`config.mk`:
```
export PLATFORM = sky130hd
export DESIGN_NAME = salru_front_flat
export DESIGN_NICKNAME = d
export VERILOG_FILES = /design/src/hdl/salru_pkg.sv /design/src/hdl/salru_req_if.sv /design/src/hdl/salru_front.sv /design/src/flat_wrapper.sv
export SDC_FILE = /design/constraint.sdc
export NUM_CORES = 1
export LEC_CHECK = 0
export ABC_AREA = 1
export BUFFER_PORTS_ARGS = -buffer_cell sky130_fd_sc_hd__buf_2
export CORE_MARGIN = 5
export CORE_UTILIZATION = 35
export CTS_CLUSTER_DIAMETER = 150
export DETAILED_ROUTE_END_ITERATION = 7
export GPL_ROUTABILITY_DRIVEN = 0
export SYNTH_ARGS = -nofsm -noshare
export SYNTH_HDL_FRONTEND = slang
export SYNTH_SLANG_ARGS = --single-unit
export TNS_END_PERCENT = 5
```
`constraint.sdc`:
```
create_clock -name clk -period 3.7 [get_ports clk]
set_clock_uncertainty 0.15 [all_clocks]
set_input_delay 0.74 -clock clk [delete_from_list [all_inputs] [get_ports clk]]
set_output_delay 0.74 -clock clk [all_outputs]
set_load 0.03 [all_outputs]
```
`src/hdl/salru_pkg.sv`:
```
// Shared types and constants for the set-associative LRU cache lookup block.
// Depends on nothing; every other file of the block but salru_rsp_if imports it.
`default_nettype none
package salru_pkg;

  localparam int KEY_W       = 31;
  localparam int WAYS_CFG_W  = 3;
  localparam int MAX_SET_W   = 12;
  localparam int DEF_SETS    = 64;
  localparam int DEF_WAYS    = 4;
  localparam int QDEPTH      = 4;
  localparam int QPTR_W      = $clog2(QDEPTH);
  localparam int QCNT_W      = QPTR_W + 1;
  localparam logic [WAYS_CFG_W-1:0] WAYS_RESET = WAYS_CFG_W'(4);

  typedef struct packed {
    logic [MAX_SET_W-1:0] set;
    logic [KEY_W-1:0]     key;
  } salru_item_t;

  // Front to back: head of the lookup queue.
  typedef struct packed {
    logic        valid;
    salru_item_t item;
  } salru_head_t;

  // Back to front: queue pop and clearing status.
  typedef struct packed {
    logic pop;
    logic clearing;
  } salru_ctrl_t;

endpackage
`default_nettype wire

```
`src/hdl/salru_req_if.sv`:
```
// Request channel of the cache lookup block: valid, ready and the key.
// Depends on salru_pkg.
`default_nettype none
interface salru_req_if;
  import salru_pkg::*;

  logic             valid;
  logic             ready;
  logic [KEY_W-1:0] key;

  modport source (output valid, output key, input ready);
  modport sink (input valid, input key, output ready);
endinterface
`default_nettype wire

```
`src/hdl/salru_front.sv`:
```
// Front end: accepts lookup transactions, computes the set index of each key
// and queues the classified transactions. Depends on salru_pkg, salru_req_if.
`default_nettype none
module salru_front #(
  parameter int SETS = salru_pkg::DEF_SETS
) (
  input  wire                    clk,
  input  wire                    rst,
  salru_req_if.sink              req,
  input  salru_pkg::salru_ctrl_t ctrl,
  output salru_pkg::salru_head_t head
);
  import salru_pkg::*;

  localparam int SET_W  = (SETS > 1) ? $clog2(SETS) : 1;
  localparam int RW     = SET_W + 1;
  localparam int PROD_W = KEY_W + 32;
  localparam logic [31:0] RECIP = 32'((64'd1 << 31) / SETS);
  localparam logic [RW-1:0] SETS_RW = RW'(SETS);

  logic                s1_valid;
  logic [KEY_W-1:0]    s1_key;
  logic [PROD_W-1:0]   s1_prod;
  logic [RW-1:0]       quot_low;
  logic [RW-1:0]       rem_raw;
  logic [RW-1:0]       rem;
  logic                accept;
  logic                push;
  salru_item_t         queue [QDEPTH];
  logic [QPTR_W-1:0]   wr_ptr;
  logic [QPTR_W-1:0]   rd_ptr;
  logic [QCNT_W-1:0]   count;
  logic [QCNT_W-1:0]   count_next;

  assign req.ready = !ctrl.clearing && ((count + QCNT_W'(s1_valid)) < QCNT_W'(QDEPTH));
  assign accept    = req.valid && req.ready;

  // The quotient estimate is exact or one short, so the remainder is below
  // twice the set count and fits in the low bits.
  assign quot_low = s1_prod[31 +: RW];
  assign rem_raw  = s1_key[RW-1:0] - RW'(quot_low * SETS_RW);
  assign rem      = (rem_raw >= SETS_RW) ? rem_raw - SETS_RW : rem_raw;
  assign push     = s1_valid;

  always_comb begin
    count_next = count;
    if (push && !ctrl.pop) begin
      count_next = count + 1'b1;
    end else if (!push && ctrl.pop) begin
      count_next = count - 1'b1;
    end
  end

  always_ff @(posedge clk) begin
    if (rst) begin
      s1_valid <= 1'b0;
      wr_ptr   <= '0;
      rd_ptr   <= '0;
      count    <= '0;
    end else begin
      s1_valid <= accept;
      count    <= count_next;
      if (accept) begin
        s1_key  <= req.key;
        s1_prod <= PROD_W'(req.key) * PROD_W'(RECIP);
      end
      if (push) begin
        queue[wr_ptr] <= '{set: MAX_SET_W'(rem), key: s1_key};
        wr_ptr        <= wr_ptr + 1'b1;
      end
      if (ctrl.pop) begin
        rd_ptr <= rd_ptr + 1'b1;
      end
    end
  end

  assign head.valid = (count != '0);
  assign head.item  = queue[rd_ptr];

endmodule
`default_nettype wire

```
`src/flat_wrapper.sv`:
```
// flat-port wrapper written by rule: the top's interface ports become plain ports
module salru_front_flat import salru_pkg::*;
#(
  parameter int SETS = salru_pkg::DEF_SETS
)
  (clk, rst, ctrl, head, req_valid, req_key, req_ready);
  salru_req_if req_i ();
  input  wire clk;
  input  wire rst;
  input  salru_pkg::salru_ctrl_t ctrl;
  output salru_pkg::salru_head_t head;
  input wire logic [$bits(req_i.valid)-1:0] req_valid;
  input wire logic [$bits(req_i.key)-1:0] req_key;
  output wire logic [$bits(req_i.ready)-1:0] req_ready;
  assign req_i.valid = req_valid;
  assign req_i.key = req_key;
  assign req_ready = req_i.ready;
  salru_front #(.SETS(SETS)) u_core (.clk(clk), .rst(rst), .req(req_i), .ctrl(ctrl), .head(head));
endmodule
```
==> impl_metrics.ini <==
[cts]
cts_sinks = 165
cts_hold_buffers = 0
clk_pin_slew_ns = 0.06
clock_path_buffers = 2
cts-buffers-inserted = 17
h-tree-depth = 4
cts_tree = done
cts-root-buf = clkbuf_16
clk_latency_ns = 0.42
post_cts_resized = 0
postCtsSetupBuffers = 0

[floorplan]
fp.dieH_um = 142.8
fp.dieW_um = 142.8
die_area_um2 = 20380
rows = 48
start_util_pct = 35.67
ioPinCount = 81
core_area_um2 = 17300

[synth]
synth_top_area_share_pct = 75.44
yosysSeqAreaShare_pct = 78.69
synth-seq-cells = 165
yosysTopAreaCell = edfxtp_1
synthTopCellsByArea = edfxtp_1 (75%), o21ai_1 (4.9%), nor2_1 (4.4%)
netlist_instances = 413
ys_warn_count = 0
syn_area_um2 = 6170
synth_cell_type_count = 20
synth_area_per_cell_um2 = 14.94

[timing]
drv_slew = 0
finalSetupViolCount = 0
worstMarginPinSlew_ns = 0.7710
max-slew-margin-rel_pct = 48.48
fin_crit_sh_pct = 80.42
rsz0062_at_grt = false
min_period_ns = 2.975
hold_viol = 0
fin_setup_tns_ns = 0
max_freq_ghz = 0.3361

[grt]
grt_max_degree = 63
grt_first_pass_wirelength_um = 18770
grt_usage_pct = 12.29
grt_pass1_vias = 3561
antenna_found_initial = 0
gr-total-overflow = 0

[critical_path]
worst_path_max_delay_cell = dfxtp_2
cp_top_family = flip-flops
worstPathCellList = buf_4 > o21ai_1 > o22ai_1 > buf_2
crit_path_start_kind = flip-flop
path_buf_inv = 2
slowest_delay_ns = 0.77
worstPathArrival_ns = 2.09
cp-end-kind = output pin
worstSetupPathType = reg2out
required_ns = 2.81
cp_max_fo = 33

[placed_design]
postPlaceCellArea_um2 = 6703
numPortBuffers = 74
dp_hpwl_um = 7198
placed_cells = 696

[finish]
antennaDiodeCount = 0
design_area_um2 = 7293
filler_cell_count = 1580
drive_gt1_share_pct = 23.86
syn_to_final_growth_pct = 18.21
seqCellArea_um2 = 4856
final_cells = 728
multi_input_area_um2 = 1045
final_nets = 532

[detailed_routing]
ant_nets = 0
route.detailed.drc = 0
drt_iter0_markers = 221
dr.pass1.iters = 6
routed_via_density = 4.764
routed_wl_um = 11770
wire_per_inst_um = 16.17
vias = 3468

[power_and_ir_drop]
intPower_w = 0.003225
seq_power_share_pct = 50.0
power_frac_comb_pct = 8.1
vdd_drop_max_mv = 0.3619
power_w = 0.004187
leakage_nw = 2.546
p_clk_share_pct = 41.8
switchingPower_w = 0.0009614
switching_share_pct = 22.97
powerDensity_nw_per_um2 = 574.0

[hold_path]
hp-class = reg2reg

[run]
drv_cap = 0

[run_status]
run_status = finished clean
## power by group through the flow
stage                     Combinational (W)  Clock [W]  Sequential, W
after floorplan                    0.000272          0        0.00212
after global placement             0.000340          0        0.00213
after detailed placement           0.000346          0        0.00214
after CTS                          0.000347    0.00179        0.00210
after global routing               0.000375    0.00188        0.00210
final                              0.000340    0.00175        0.00210
## metrics by stage
stage	setup slack, ns	hold WS, ns	utilization, %
global route	0.4895	0.3093	42.17
detailed placement	0.9562	0.2892	38.75
global placement	1.008	0.2767	38.75
CTS	0.6325	0.2983	42.17
finish	0.7245	0.2947	42.17
floorplan	0.8224	0.2619	-
## layout make-up
cell class / count / share of cell area, %
Multi-Input combinational cell: 204 / 14.32
Clock inverter: 11 / 2.059
Sequential cell: 165 / 66.58
Timing Repair Buffer: 84 / 6.107
Tap cell: 225 / 3.860
Inverter: 18 / 1.029
Clock buffer: 21 / 6.039
## synthesized netlist by cell type
cell,n
inv_2,1
buf_6,10
o22ai_1,31
buf_4,15
conb_1,1
inv_8,1
o21ai_0,8
o21ai_1,60
nor2_1,73
nor3_1,2
a21oi_1,4
inv_1,16
fa_1,1
nand4_1,2
nand2_1,10
ha_1,5
buf_2,6
dfxtp_1,10
edfxtp_1,155
nand3_1,2
## state kept, by name, summed over array words and instances, names as in the netlist, named ones only
name / count
u_core.rd_ptr: 2
u_core.wr_ptr: 2
u_core.count: 3
u_core.s1_key: 31
u_core.queue: 124
u_core.push: 1
## worst paths after layout
kind,from,endpoint,slack [ns],depth (start not counted)
worst max-delay path,flip-flop,head[2],0.72,4
worst min-delay path,u_core.rd_ptr[1]$_SDFFE_PP0P_,u_core.rd_ptr[1]$_SDFFE_PP0P_,0.29,1
worst max register to register,u_core.push$_SDFF_PP0_,u_core.queue[1][22]$_DFFE_PP_,1.65,3
worst min register to register,u_core.rd_ptr[1]$_SDFFE_PP0P_,u_core.rd_ptr[1]$_SDFFE_PP0P_,0.29,1
## per-layer routing
layer	vias up	track usage [%]	part of all wire, %
li1	1656	-	-
met1	1715	15.18	45
met2	84	20.08	49
met3	13	4.354	4.8
met4	0	4.402	1.2
met5	-	0	0
## cells by family after synthesis
logic type	after synthesis	synth area share, %
compound gates	103	8.984
fa+ha+maj	6	1.338
buf+inv	49	5.354
flops	165	78.69
other cells	1	0.06078
simple gates	89	5.577
## placed cells by master (no fill, tap or decap), types with 3 or more instances in the layout
master / instances
buf_4: 10
nand2_1: 10
edfxtp_1: 155
nor2_4: 4
o21ai_1: 60
buf_2: 74
bufinv_16: 3
clkbuf_1: 4
ha_1: 5
dfxtp_1: 9
a21oi_1: 4
clkbuf_16: 17
nor2_1: 69
conb_1: 6
o21ai_0: 8
inv_1: 16
o22ai_1: 31
(Power assumes the default switching activity.)
